==> src/rtl/ttrbc_pkg.sv <==
`timescale 1ns / 1ps
// Shared widths and constants of the three-term recurrence byte checksum.
package ttrbc_pkg;

  localparam int unsigned BYTE_W = 8;
  localparam int unsigned TERM_W = 16;

  typedef logic [BYTE_W-1:0] byte_t;
  typedef logic [TERM_W-1:0] term_t;

  // The recurrence works modulo 2^16 - 1.
  localparam logic [TERM_W:0]   MODULUS      = 17'd65535;
  localparam logic [BYTE_W-1:0] FIRST_OFFSET = 8'd7;
  localparam logic [BYTE_W-1:0] ALPHA_MUL    = 8'd17;
  localparam logic [BYTE_W-1:0] BETA_MUL     = 8'd31;

  // A negative difference d is mapped to d + 1 + 256 * 65535, which stays
  // non-negative for every reachable d but raises the residue by one.
  localparam logic [25:0] WRAP_BIAS = 26'd16776961;

  localparam term_t TERM_RESET = 16'd1;

endpackage

==> src/rtl/ttrbc_if.sv <==
`timescale 1ns / 1ps
// Valid/ready channel interfaces for message bytes and checksum results.
interface ttrbc_byte_if;
  import ttrbc_pkg::*;
  logic  valid;
  logic  ready;
  byte_t data_byte;
  logic  last_byte;

  modport source (output valid, output data_byte, output last_byte, input ready);
  modport sink (input valid, input data_byte, input last_byte, output ready);
endinterface

interface ttrbc_sum_if;
  import ttrbc_pkg::*;
  logic  valid;
  logic  ready;
  term_t checksum;

  modport source (output valid, output checksum, input ready);
  modport sink (input valid, input checksum, output ready);
endinterface

==> src/rtl/ttrbc_step.sv <==
`timescale 1ns / 1ps
// One step of the recurrence: ((byte + alpha) * p1 - beta * p0) mod 65535, one higher when the difference is negative.
module ttrbc_step
  import ttrbc_pkg::*;
(
  input  byte_t data_byte,
  input  byte_t byte_index,
  input  term_t cur_term,
  input  term_t prev_term,
  output term_t next_term
);

  logic [15:0] alpha_full;
  logic [15:0] beta_full;
  byte_t       alpha;
  byte_t       beta;
  logic [8:0]  factor;
  logic [24:0] prod_a;
  logic [23:0] prod_b;
  logic [25:0] diff;
  logic [25:0] biased;
  logic [16:0] folded;

  always_comb begin
    alpha_full = 16'(byte_index) * 16'(ALPHA_MUL);
    beta_full  = 16'(byte_index) * 16'(BETA_MUL);
    alpha      = alpha_full[7:0];
    beta       = beta_full[7:0];
    factor     = 9'(data_byte) + 9'(alpha);
    prod_a     = 25'(factor) * 25'(cur_term);
    prod_b     = 24'(beta) * 24'(prev_term);
    diff       = 26'(prod_a) - 26'(prod_b);
    // The top bit marks a negative difference.
    biased     = diff[25] ? (diff + WRAP_BIAS) : diff;
    // 2^16 is 1 modulo 65535, so the high part folds onto the low part.
    folded     = 17'(biased[24:16]) + 17'(biased[15:0]);
    if (folded >= MODULUS) begin
      next_term = 16'(folded - MODULUS);
    end else begin
      next_term = folded[15:0];
    end
  end

endmodule

==> src/rtl/three_term_recurrence_byte_checksum.sv <==
`timescale 1ns / 1ps
// Top level of the three-term recurrence byte checksum.

// The block takes a message one byte per transaction on the message
// channel and returns one 16-bit checksum transaction on the result channel
// for each byte flagged as last. A byte can be taken in every cycle: the
// whole recurrence step (two narrow products, a subtraction and a fold
// modulo 65535) sits between the term registers and settles in the cycle
// the byte is accepted, so throughput is one byte per clock while results
// are taken; a checksum is offered in the cycle after its last byte. The
// single result register decouples the two sides; the message channel
// stalls only while a finished checksum is still waiting to be taken. The
// first byte of a message seeds the current term with byte plus 7, so a
// one-byte message returns byte plus 7, and the state returns to its reset
// values after every last byte, ready for the next message. There are no
// configuration registers and no startup sequence after reset.
module three_term_recurrence_byte_checksum
  import ttrbc_pkg::*;
(
  input  logic              clk,
  input  logic              rst,
  ttrbc_byte_if.sink        message,
  ttrbc_sum_if.source       result
);

  // Recurrence state: the two most recent terms, the byte index modulo 256
  // and a flag that marks the start of a new message.
  term_t cur_term;
  term_t prev_term;
  byte_t byte_index;
  logic  at_start;

  // Result register.
  logic  sum_valid;
  term_t checksum;

  term_t step_term;
  term_t term_next;
  logic  accept;

  // A new byte may enter whenever the result register is empty or is being
  // drained in this same cycle.
  assign message.ready = !sum_valid || result.ready;
  assign accept        = message.valid && message.ready;

  assign result.valid    = sum_valid;
  assign result.checksum = checksum;

  ttrbc_step u_step (
    .data_byte (message.data_byte),
    .byte_index(byte_index),
    .cur_term  (cur_term),
    .prev_term (prev_term),
    .next_term (step_term)
  );

  // The first byte of a message seeds the current term; later bytes run
  // the recurrence.
  assign term_next = at_start ? (16'(message.data_byte) + 16'(FIRST_OFFSET)) : step_term;

  always_ff @(posedge clk) begin
    if (rst) begin
      cur_term   <= TERM_RESET;
      prev_term  <= TERM_RESET;
      byte_index <= '0;
      at_start   <= 1'b1;
      sum_valid  <= 1'b0;
    end else begin
      if (accept) begin
        if (message.last_byte) begin
          // The message is complete: report and return to the reset state.
          cur_term   <= TERM_RESET;
          prev_term  <= TERM_RESET;
          byte_index <= '0;
          at_start   <= 1'b1;
        end else begin
          cur_term   <= term_next;
          prev_term  <= at_start ? TERM_RESET : cur_term;
          byte_index <= byte_index + 8'd1;
          at_start   <= 1'b0;
        end
      end
      if (accept && message.last_byte) begin
        sum_valid <= 1'b1;
      end else if (result.ready) begin
        sum_valid <= 1'b0;
      end
    end
  end

  // The checksum payload needs no reset; it is loaded with each last byte.
  always_ff @(posedge clk) begin
    if (accept && message.last_byte) begin
      checksum <= term_next;
    end
  end

`ifndef SYNTHESIS
  // A fresh message always starts counting bytes from zero.
  assert property (@(posedge clk) disable iff (rst) at_start |-> byte_index == '0)
    else $error("byte index is not zero at the start of a message");

  // Residues modulo 65535 never reach 16'hFFFF.
  assert property (@(posedge clk) disable iff (rst)
      result.valid |-> result.checksum != 16'hFFFF)
    else $error("checksum is outside the residue range");

  // A last byte produces a result and brings the state back to a message start.
  assert property (@(posedge clk) disable iff (rst)
      (message.valid && message.ready && message.last_byte) |=> (at_start && result.valid))
    else $error("last byte did not produce a result and restart");
`endif

endmodule
==> src/flat_wrapper.sv <==
// flat-port wrapper written by rule: the top's interface ports become plain ports
module three_term_recurrence_byte_checksum_flat import ttrbc_pkg::*;
  (clk, rst, message_valid, message_data_byte, message_last_byte, message_ready, result_valid, result_checksum, result_ready);
  ttrbc_byte_if message_i ();
  ttrbc_sum_if result_i ();
  input  logic clk;
  input  logic rst;
  input wire logic [$bits(message_i.valid)-1:0] message_valid;
  input wire logic [$bits(message_i.data_byte)-1:0] message_data_byte;
  input wire logic [$bits(message_i.last_byte)-1:0] message_last_byte;
  output wire logic [$bits(message_i.ready)-1:0] message_ready;
  output wire logic [$bits(result_i.valid)-1:0] result_valid;
  output wire logic [$bits(result_i.checksum)-1:0] result_checksum;
  input wire logic [$bits(result_i.ready)-1:0] result_ready;
  assign message_i.valid = message_valid;
  assign message_i.data_byte = message_data_byte;
  assign message_i.last_byte = message_last_byte;
  assign message_ready = message_i.ready;
  assign result_valid = result_i.valid;
  assign result_checksum = result_i.checksum;
  assign result_i.ready = result_ready;
  three_term_recurrence_byte_checksum u_core (.clk(clk), .rst(rst), .message(message_i), .result(result_i));
endmodule
==> config.mk <==
export PLATFORM = sky130hd
export DESIGN_NAME = three_term_recurrence_byte_checksum_flat
export DESIGN_NICKNAME = d
export VERILOG_FILES = /design/src/rtl/ttrbc_pkg.sv /design/src/rtl/ttrbc_if.sv /design/src/rtl/ttrbc_step.sv /design/src/rtl/three_term_recurrence_byte_checksum.sv /design/src/flat_wrapper.sv
export SDC_FILE = /design/constraint.sdc
export NUM_CORES = 1
export LEC_CHECK = 0
export BUFFER_PORTS_ARGS = -buffer_cell sky130_fd_sc_hd__buf_4
export CAP_MARGIN = 20
export CORE_MARGIN = 10
export CORE_UTILIZATION = 61
export DETAILED_ROUTE_END_ITERATION = 7
export PLACE_DENSITY_LB_ADDON = 0.1
export SLEW_MARGIN = 20
export SYNTH_ARGS = -nofsm -noshare
export SYNTH_HDL_FRONTEND = slang
export SYNTH_SLANG_ARGS = --single-unit
==> constraint.sdc <==
create_clock -name clk -period 18 [get_ports clk]
set_input_delay 1.8 -clock clk [delete_from_list [all_inputs] [get_ports clk]]
set_output_delay 1.8 -clock clk [all_outputs]
set_load 0.005 [all_outputs]
==> insert_results.sql, run 1 <==
INSERT INTO impl_metrics (metric_group, metric, value, unit) VALUES
('yosys', 'synth_cells', '1590', ''),
('timing', 'finClkSkew', '16.09', 'ps'),
('global_route', 'first_pass_grt_wire_length', '60620', 'microns'),
('status', 'status', 'finished clean', ''),
('yosys', 'yosys_warnings', '0', ''),
('yosys', 'synth_top_family_by_area', 'adder cells', ''),
('global_route', 'leftover_overflow_at_the_end_of_global_routing', '0', ''),
('finish', 'layout_common_cells', 'inv_1, fa_1, nand2_1, and2_1, ha_1', ''),
('critical_path', 'cpPeakStageDelay', '890', 'ps'),
('routing', 'detail_route.drc_violations', '0', ''),
('yosys', 'synth_simple_gate_area_share', '0.1988', ''),
('yosys', 'synth_area', '0.01395', 'sq mm'),
('floorplan', 'fp-row-count', '55', ''),
('min_path', 'hold_path_depth', '2', ''),
('cts', 'htreeDepth', '3', ''),
('timing', 'setup_tns_final', '0', 'ps'),
('critical_path', 'setup.worst_path.class', 'register to register', ''),
('global_route', 'grtUsageTotal', '0.2614', ''),
('critical_path', 'worst_ep_required_time', '18100', 'ps'),
('yosys', 'synth.area.top_cells', 'fa_1, ha_1, inv_1', ''),
('yosys', 'most_used_dff_post_synth', 'dfxtp_1', ''),
('cts', 'max-clock-path-buffers', '2', ''),
('critical_path', 'slowest_cell_on_the_critical_path', 'ha_1', ''),
('routing', 'route.vias.total', '10720', ''),
('critical_path', 'r2r.worst_path.cells', '46', ''),
('routing', 'vias_per_cell', '5.735', ''),
('yosys', 'postSynth.asyncResetShare', '0', ''),
('yosys', 'netlist-cell-type-count', '97', ''),
('timing', 'min_period', '13830', 'ps'),
('critical_path', 'start_kind', 'register', ''),
('finish', 'finish.cell_count_without_fillers', '1869', ''),
('yosys', 'synthDominantAreaCellType', 'fa_1', ''),
('yosys', 'post_synthesis_compound_gate_area_fraction', '0.09856', ''),
('critical_path', 'regToRegEndpoint', 'u_core.result.checksum[11]$_DFFE_PP_', ''),
('routing', 'wl', '35840', 'microns'),
('cts', 'cts-root-buf', 'clkbuf_16', ''),
('critical_path', 'timing.critical_path.arrival', '13940', 'ps'),
('yosys', 'synth-seq-area-share', '0.09470', ''),
('timing', 'final-max-slew-violation-count', '0', ''),
('floorplan', 'floorplan.initialDensity', '0.6181', ''),
('yosys', 'synth_top_cell_area_share', '0.3415', ''),
('critical_path', 'timing.critical_path.mode_cell', 'fa_1', ''),
('min_path', 'hp-start', 'u_core.result.valid$_SDFFE_PP0P_', ''),
('yosys', 'synthAdderAreaFrac', '0.4455', ''),
('routing', 'ant_nets', '0', ''),
('yosys', 'synth_mux_area_frac', '0.005560', ''),
('floorplan', 'ioPinCount', '31', ''),
('timing', 'maxClockFrequency', '72.30', 'MHz'),
('critical_path', 'timing.rr.start', 'u_core.byte_index[0]$_SDFFE_PP0P_', ''),
('finish', 'syn2layout_area_growth', '5.623', '%'),
('timing', 'setup_viol', '0', ''),
('floorplan', 'fp.dieArea', '0.02932', 'sq mm'),
('cts', 'clkTransAtPathRegs', '60', 'ps'),
('placement', 'post-dp-hpwl', '28810', 'microns'),
('routing', 'detail_route.wl_per_cell', '19.18', 'microns'),
('global_route', 'antenna_found_initial', '1', ''),
('floorplan', 'floorplan.die.height', '171.2', 'microns'),
('placement', 'port_buffers', '30', ''),
('yosys', 'syn_area_per_cell', '8.775', 'sq um'),
('floorplan', 'die_w', '171.2', 'microns'),
('cts', 'cts_sinks', '58', ''),
('global_route', 'via_count_of_the_first_global_routing_pass', '11470', ''),
('cts', 'cts_inserted_buffers', '9', ''),
('placement', 'dp_cells', '1853', ''),
('timing', 'rsz0062_at_grt', 'no', ''),
('yosys', 'yosys_register_bits', '58', ''),
('cts', 'clk-insertion-delay-late', '360', 'ps'),
('timing', 'slew_headroom', '0.3310', ''),
('critical_path', 'reg2reg_setup_slack', '4170', 'ps'),
('run', 'cap_viol_max_count', '0', ''),
('placement', 'gpl.final_weighted_congestion', '1.003', '');
## synthesized netlist by cell type (6+ instances only)
cell type and instances:
nor2b_1 19, xor2_1 24, a21oi_1 59, inv_1 300, fa_1 238, nand4_1 7, or3_1 6, dfxtp_1 42
ha_1 116, a22o_1 6, nand2b_1 15, nor3_1 19, nor2_1 64, nand2_1 203, o31ai_1 9, o21bai_1 9
xnor2_1 64, and2_1 117, o21ai_0 23, clkbuf_1 51, nand3_1 36, edfxtp_1 16, a21o_1 13
## critical path, delay by kind of cell, from the launching register on
| kind | cells | cell delay (ps) |
|---|---|---|
| fa+ha+maj | 13 | 6260 |
| compound gates | 11 | 2830 |
| simple gates | 11 | 2570 |
| buf+inv | 8 | 980 |
| xor+xnor | 3 | 610 |
| flops | 1 | 290 |
## layer usage
metal | up-vias | wire (microns) | track usage
met5 | - | 0 | 0
met4 | 0 | 707 | 0.05822
met3 | 69 | 2669 | 0.05295
met2 | 383 | 16980 | 0.4237
met1 | 5320 | 15490 | 0.3541
li1 | 4947 | - | -
## logic make-up (layout without fill, tap and decap cells)
| logic type | count (synthesis) | in the layout |
|---|---|---|
| flip-flops | 58 | 58 |
| adder cells (fa/ha/maj) | 354 | 354 |
| AND/OR/NAND/NOR | 535 | 535 |
| multiplexers | 6 | 6 |
| XOR/XNOR | 88 | 88 |
| AO/OA/AOI/OAI | 185 | 185 |
| buffers and inverters | 364 | 358 |
## cell type report
class / instances / area (sq um)
multi-input combinational: 1168 / 11270
fill: 1947 / 7835
sequential: 58 / 1321
inverter: 300 / 1126
tap: 285 / 356.6
timing repair buffer: 42 / 315.3
clock buffer: 9 / 225.2
clock inverter: 7 / 125.1
## worst max path at each step
stage	end	slack [ps]	from	cells after the start
4_1_cts	u_core.result.checksum[14]$_DFFE_PP_	4210	u_core.byte_index[0]$_SDFFE_PP0P_	44
6_report	u_core.result.checksum[11]$_DFFE_PP_	4170	u_core.byte_index[0]$_SDFFE_PP0P_	46
3_5_place_dp	u_core.result.checksum[13]$_DFFE_PP_	4020	message_data_byte[0]	42
2_1_floorplan	u_core.result.checksum[13]$_DFFE_PP_	5280	message_data_byte[0]	43
3_3_place_gp	u_core.result.checksum[13]$_DFFE_PP_	4160	message_data_byte[0]	42
5_1_grt	u_core.result.checksum[12]$_DFFE_PP_	3260	u_core.byte_index[0]$_SDFFE_PP0P_	42
## stage by stage
step / hold WS (ps) / utilization / setup slack, ps / area (sq um)
finish: 569.9 / 0.6529 / 4168 / 14740
global placement: 553.8 / 0.6373 / 4163 / 14390
floorplan: 444.6 / - / 5282 / 13950
global route: 601.3 / 0.6529 / 3261 / 14740
detailed placement: 561.1 / 0.6373 / 4017 / 14390
CTS: 573.7 / 0.6528 / 4209 / 14740
## state kept, by name, indices dropped and copies added (netlist names)
| signal | count |
|---|---|
| u_core.cur_term | 16 |
| u_core.byte_index | 8 |
| u_core.at_start | 1 |
| u_core.result.valid | 1 |
| u_core.prev_term | 16 |
| u_core.result.checksum | 16 |
Power of run 1 is left out: the tool's default activity adds up to more than one toggle a clock period on the data nets, which glitch-free logic cannot reach.
==> inputs of run 2 (changes only) <==
==> constraint.sdc (replaced) <==
create_clock -name clk -period 14.4 [get_ports clk]
set_input_delay 1.44 -clock clk [delete_from_list [all_inputs] [get_ports clk]]
set_output_delay 1.44 -clock clk [all_outputs]
set_load 0.005 [all_outputs]
==> run 2 against run 1 <==
  * Cell count increased by 0.43%
  * Die area unchanged
  * Critical path type unchanged
  * Largest cell class unchanged
  * Clock skew decreased by 5.7 ps
  * Critical path depth decreased by 2
==> insert_results.sql, run 2 (synthesis results as in run 1) <==
INSERT INTO impl_metrics (metric_group, metric, value, unit) VALUES
('finish', 'nNetsFinal', '1954', ''),
('finish', 'final_cell_area', '0.01471', 'sq mm'),
('finish', 'layout_common_cells', 'inv_1, fa_1, nand2_1, and2_1, ha_1', ''),
('cts', 'tritoncts', 'done', ''),
('placement', 'port_buffers', '30', ''),
('floorplan', 'fp.dieArea', '0.02932', 'sq mm'),
('finish', 'drive_above_1_share', '0.07601', ''),
('critical_path', 'start_kind', 'register', ''),
('timing', 'maxClockFrequency', '74.32', 'MHz'),
('routing', 'wl', '35000', 'microns'),
('timing', 'setup_tns_final', '0', 'ps'),
('placement', 'post-dp-hpwl', '28990', 'microns'),
('critical_path', 'timing.critical_path.mode_cell', 'fa_1', ''),
('finish', 'n_antenna_cell', '0', ''),
('routing', 'route.vias.total', '10690', ''),
('timing', 'timing.final.crit_share', '0.9344', ''),
('global_route', 'grt_max_degree', '41', ''),
('routing', 'dr.first_iter.drc_count', '674', ''),
('global_route', 'via_count_of_the_first_global_routing_pass', '11190', ''),
('timing', 'final_hold_viol_count', '0', ''),
('timing', 'min_period', '13460', 'ps'),
('timing', 'setup_viol', '0', ''),
('critical_path', 'worst_ep_required_time', '14500', 'ps'),
('routing', 'vias_per_cell', '5.697', ''),
('critical_path', 'timing.critical_path.fanout_max', '9', ''),
('timing', 'rsz0062_at_grt', 'no', ''),
('routing', 'drt_pre_antenna_iters', '5', ''),
('floorplan', 'floorplan.initialDensity', '0.6181', ''),
('min_path', 'class_of_the_tightest_hold_or_removal_check', 'register to register', ''),
('global_route', 'grtUsageTotal', '0.2543', ''),
('routing', 'ant_nets', '0', ''),
('cts', 'cts_inserted_buffers', '9', ''),
('floorplan', 'ioPinCount', '31', ''),
('run', 'cap_viol_max_count', '0', ''),
('timing', 'slew_headroom', '0.2983', ''),
('cts', 'max-clock-path-buffers', '2', ''),
('status', 'status', 'finished clean', ''),
('cts', 'clkTransAtPathRegs', '60', 'ps'),
('cts', 'cts-root-buf', 'clkbuf_16', ''),
('global_route', 'antenna_found_initial', '0', ''),
('critical_path', 'slowest_cell_on_the_critical_path', 'fa_1', ''),
('finish', 'syn2layout_area_growth', '5.417', '%'),
('finish', 'multi_input_area', '0.01125', 'sq mm'),
('global_route', 'leftover_overflow_at_the_end_of_global_routing', '0', ''),
('finish', 'reg.largest.list', 'u_core.cur_term: 16 flops, u_core.prev_term: 16 flops, u_core.result.checksum: 16 flops', ''),
('cts', 'cts.repair_timing.setup_buffer_count', '0', ''),
('finish', 'layout.cells.most_common', 'inv_1', ''),
('placement', 'placed_cell_area', '0.01441', 'sq mm'),
('finish', 'ff_latch_area', '0.001321', 'sq mm'),
('critical_path', 'setup.worst_path.class', 'register to register', ''),
('timing', 'final-max-slew-violation-count', '0', ''),
('routing', 'detail_route.wl_per_cell', '18.65', 'microns'),
('timing', 'slew_at_the_pin_with_the_worst_max_slew_slack', '1047', 'ps'),
('critical_path', 'timing.critical_path.arrival', '13550', 'ps'),
('cts', 'clk-insertion-delay-late', '350', 'ps'),
('finish', 'nFillCells', '1978', ''),
('critical_path', 'cpPeakStageDelay', '580', 'ps'),
('finish', 'final_core_util', '0.6516', ''),
('floorplan', 'fp-row-count', '55', ''),
('cts', 'htreeDepth', '3', ''),
('floorplan', 'floorplan.die.height', '171.2', 'microns'),
('floorplan', 'die_w', '171.2', 'microns'),
('cts', 'cts_sinks', '58', ''),
('routing', 'detail_route.drc_violations', '0', ''),
('floorplan', 'core-area', '0.02257', 'sq mm'),
('critical_path', 'timing.critical_path.to_type', 'register', ''),
('timing', 'finClkSkew', '10.43', 'ps'),
('global_route', 'first_pass_grt_wire_length', '58760', 'microns'),
('placement', 'gpl.final_weighted_congestion', '0.8830', '');
## run 2: cell count changes in the layout (fill, tap and decap cells not counted), sizes merged
cell / before / now
clkbuf: 9 / 10
bufinv: 3 / 0
clkinv: 3 / 2
clkinvlp: 0 / 3
buf: 42 / 50
## run 2: per-stage QoR
stage | worst slack (ps) | hold slack (ps) | std cells
floorplan | 1935 | 444.6 | 1590
global placement | 783.4 | 541.7 | 1861
detailed placement | 617.5 | 548.6 | 1861
CTS | 585.7 | 559.5 | 1877
global route | 88.75 | 608.0 | 1877
finish | 944.5 | 558.8 | 1877
## run 2: repair_timing
item,CTS,global route
hold buffers,0,0
resized for setup,0,4
endpoints found under the setup margin,0,32
hold endpoints to repair,0,0
## run 2: worst paths after layout
check,end,slack (ps),from,cells past startpoint
setup / recovery,u_core.result.checksum[13]$_DFFE_PP_,940,u_core.byte_index[1]$_SDFFE_PP0P_,44
hold / removal,u_core.result.valid$_SDFFE_PP0P_,560,u_core.result.valid$_SDFFE_PP0P_,2
setup reg to reg,u_core.result.checksum[13]$_DFFE_PP_,940,u_core.byte_index[1]$_SDFFE_PP0P_,44
hold reg to reg,u_core.result.valid$_SDFFE_PP0P_,560,u_core.result.valid$_SDFFE_PP0P_,2
## run 2: layer usage
metal,up-vias,GRT usage,share of wire
li1,4972,-,-
met1,5328,0.3387,0.44
met2,334,0.4194,0.48
met3,60,0.03942,0.055
met4,0,0.07561,0.026
met5,-,0,0
## run 2: critical path: cells and delay by family (launching register included)
family,cells,cell delay (ps)
simple gates,10,2410
compound gates,14,3000
mux,1,510
buf+inv,4,410
fa+ha+maj,12,5850
xor+xnor,3,470
flops,1,560
## run 2: cell type report
cell class / instances / area share
Multi-Input combinational cell: 1168 / 0.7648
Sequential cell: 58 / 0.08983
Inverter: 300 / 0.07656
Timing Repair Buffer: 50 / 0.02552
Tap cell: 285 / 0.02424
Clock buffer: 10 / 0.01625
Clock inverter: 6 / 0.002807
Power of run 2 is left out for the same reason.
==> inputs of run 3 (changes only) <==
--- a/config.mk
+++ b/config.mk
@@ -7,8 +7,10 @@
 export LEC_CHECK = 0
 export BUFFER_PORTS_ARGS = -buffer_cell sky130_fd_sc_hd__buf_4
 export CAP_MARGIN = 20
+export CELL_PAD_IN_SITES_DETAIL_PLACEMENT = 1
+export CELL_PAD_IN_SITES_GLOBAL_PLACEMENT = 1
 export CORE_MARGIN = 10
-export CORE_UTILIZATION = 61
+export CORE_UTILIZATION = 51
 export DETAILED_ROUTE_END_ITERATION = 7
 export PLACE_DENSITY_LB_ADDON = 0.1
 export SLEW_MARGIN = 20
==> run 3 against run 2 <==
  * Wire length up 17%
  * Sequential share of layout area down 0.091 points
  * Die area up 17%
  * Global-route usage down 0.25 points
  * Critical path depth up 1
  * Maximum frequency down 1.5%
  * Flip-flop and latch count unchanged
  * Worst hold slack worse by 8.0 ps
  * Worst setup slack worse by 210 ps
  * Non-clock buffer count down 3
  * Utilization down 10 points
  * Cell count up 2.8%
==> insert_results.sql, run 3 (synthesis results as in run 1) <==
INSERT INTO impl_metrics (metric_group, metric, value, unit) VALUES
('timing', 'final.hold.worst_slack', '550.8', 'ps'),
('finish', 'nFillCells', '3150', ''),
('placement', 'pre_cts_ws', '288.1', 'ps'),
('cts', 'tritoncts', 'done', ''),
('routing', 'drt_pre_antenna_iters', '5', ''),
('finish', 'layout_common_cells', 'inv_1, fa_1, nand2_1, and2_1, ha_1', ''),
('timing', 'slew_at_the_pin_with_the_worst_max_slew_slack', '1100', 'ps'),
('placement', 'port_buffers', '30', ''),
('global_route', 'first_pass_grt_wire_length', '67160', 'microns'),
('timing', 'min_period', '13660', 'ps'),
('cts', 'max-clock-path-buffers', '2', ''),
('timing', 'finClkSkew', '14.39', 'ps'),
('cts', 'cts_inserted_buffers', '9', ''),
('routing', 'detail_route.wl_per_cell', '21.16', 'microns'),
('cts', 'postCtsHoldBufs', '0', ''),
('global_route', 'grtUsageTotal', '0.2517', ''),
('critical_path', 'timing.critical_path.mode_cell', 'fa_1', ''),
('cts', 'clk-insertion-delay-late', '360', 'ps'),
('placement', 'post-dp-hpwl', '33480', 'microns'),
('timing', 'timing.final.crit_share', '0.9489', ''),
('finish', 'syn2layout_area_growth', '6.592', '%'),
('finish', 'n_antenna_cell', '0', ''),
('global_route', 'via_count_of_the_first_global_routing_pass', '12430', ''),
('critical_path', 'timing.critical_path.fanout_max', '10', ''),
('min_path', 'class_of_the_tightest_hold_or_removal_check', 'register to register', ''),
('floorplan', 'fp-row-count', '60', ''),
('global_route', 'grt_max_degree', '30', ''),
('critical_path', 'cpPeakStageDelay', '610', 'ps'),
('cts', 'htreeDepth', '3', ''),
('critical_path', 'timing.critical_path.arrival', '13770', 'ps'),
('routing', 'vias_per_cell', '5.661', ''),
('timing', 'rsz0062_at_grt', 'no', ''),
('critical_path', 'timing.critical_path.to_type', 'register', ''),
('global_route', 'antenna_found_initial', '3', ''),
('floorplan', 'floorplan.die.height', '185.4', 'microns'),
('cts', 'clkTransAtPathRegs', '60', 'ps'),
('run', 'cap_viol_max_count', '0', ''),
('finish', 'reg.largest.list', 'u_core.cur_term: 16 flops, u_core.prev_term: 16 flops, u_core.result.checksum: 16 flops', ''),
('cts', 'cts_sinks', '58', ''),
('placement', 'gpl.final_weighted_congestion', '0.9038', ''),
('finish', 'multi_input_area', '0.01132', 'sq mm'),
('timing', 'final_hold_viol_count', '0', ''),
('timing', 'final-max-slew-violation-count', '0', ''),
('routing', 'wl', '40850', 'microns'),
('critical_path', 'slowest_cell_on_the_critical_path', 'fa_1', ''),
('cts', 'cts-root-buf', 'clkbuf_16', ''),
('finish', 'drive_above_1_share', '0.07992', ''),
('critical_path', 'worst_ep_required_time', '14500', 'ps'),
('floorplan', 'ioPinCount', '31', ''),
('timing', 'setup_tns_final', '0', 'ps'),
('routing', 'dr.first_iter.drc_count', '559', ''),
('finish', 'layout.cells.most_common', 'inv_1', ''),
('critical_path', 'start_kind', 'input port', ''),
('floorplan', 'floorplan.initialDensity', '0.5177', ''),
('routing', 'route.vias.total', '10930', ''),
('timing', 'maxClockFrequency', '73.18', 'MHz'),
('floorplan', 'fp.dieArea', '0.03437', 'sq mm'),
('routing', 'detail_route.drc_violations', '0', ''),
('status', 'status', 'finished clean', ''),
('floorplan', 'die_w', '185.4', 'microns'),
('timing', 'setup_viol', '0', ''),
('routing', 'ant_nets', '0', ''),
('timing', 'slew_headroom', '0.2632', ''),
('global_route', 'leftover_overflow_at_the_end_of_global_routing', '0', ''),
('critical_path', 'setup.worst_path.class', 'input port to register', ''),
('finish', 'ff_latch_area', '0.001323', 'sq mm'),
('timing', 'postLayoutSetupSlackWorst', '735.7', 'ps'),
('finish', 'nNetsFinal', '1951', ''),
('floorplan', 'core-area', '0.02695', 'sq mm');
run 3: metrics by stage:
stage                     cells  instance area, sq um    util
after floorplan            1590                 13950       -
after global placement     1914                 14480  0.5372
after detailed placement   1914                 14480  0.5372
after CTS                  1930                 14800  0.5493
after global routing       1930                 14870  0.5518
final                      1930                 14870  0.5518
run 3: worst paths after layout:
path | depth (start not counted) | from | slack [ps] | endpoint
hold / removal | 2 | u_core.byte_index[1]$_SDFFE_PP0P_ | 550 | u_core.byte_index[1]$_SDFFE_PP0P_
hold reg to reg | 2 | u_core.byte_index[1]$_SDFFE_PP0P_ | 550 | u_core.byte_index[1]$_SDFFE_PP0P_
setup / recovery | 45 | message_data_byte[1] | 740 | u_core.result.checksum[13]$_DFFE_PP_
setup reg to reg | 43 | u_core.byte_index[2]$_SDFFE_PP0P_ | 750 | u_core.result.checksum[13]$_DFFE_PP_
run 3: worst max-delay path: cells and delay by family:
family	cells	cell delay [ps]
adder cells (fa/ha/maj)	9	4350
XOR/XNOR	3	580
AO/OA/AOI/OAI	17	3810
multiplexers	1	520
AND/OR/NAND/NOR	10	2400
buffers and inverters	5	640
run 3: what timing repair did:
action / in CTS / in global routing
buffers inserted: 0 / 0
endpoints found under the setup margin: 0 / 32
resized for setup: 0 / 10
run 3: metal layers:
layer  part of all wire  up-vias  wire length (microns)  GRT usage
met3              0.039       73                   1586    0.03096
li1                   -     4974                      -          -
met5                  0        -                      0          0
met4              0.025        0                   1020    0.06990
met1               0.44     5628                  17780     0.3221
met2               0.50      250                  20460     0.4365
run 3: cell type report:
class | count | area share
multi-input combinational | 1168 | 0.7610
sequential | 58 | 0.08893
inverter | 300 | 0.07572
tap | 341 | 0.02869
timing repair buffer | 47 | 0.02373
clock buffer | 9 | 0.01514
clock inverter | 7 | 0.006815
Power of run 3 is left out for the same reason.
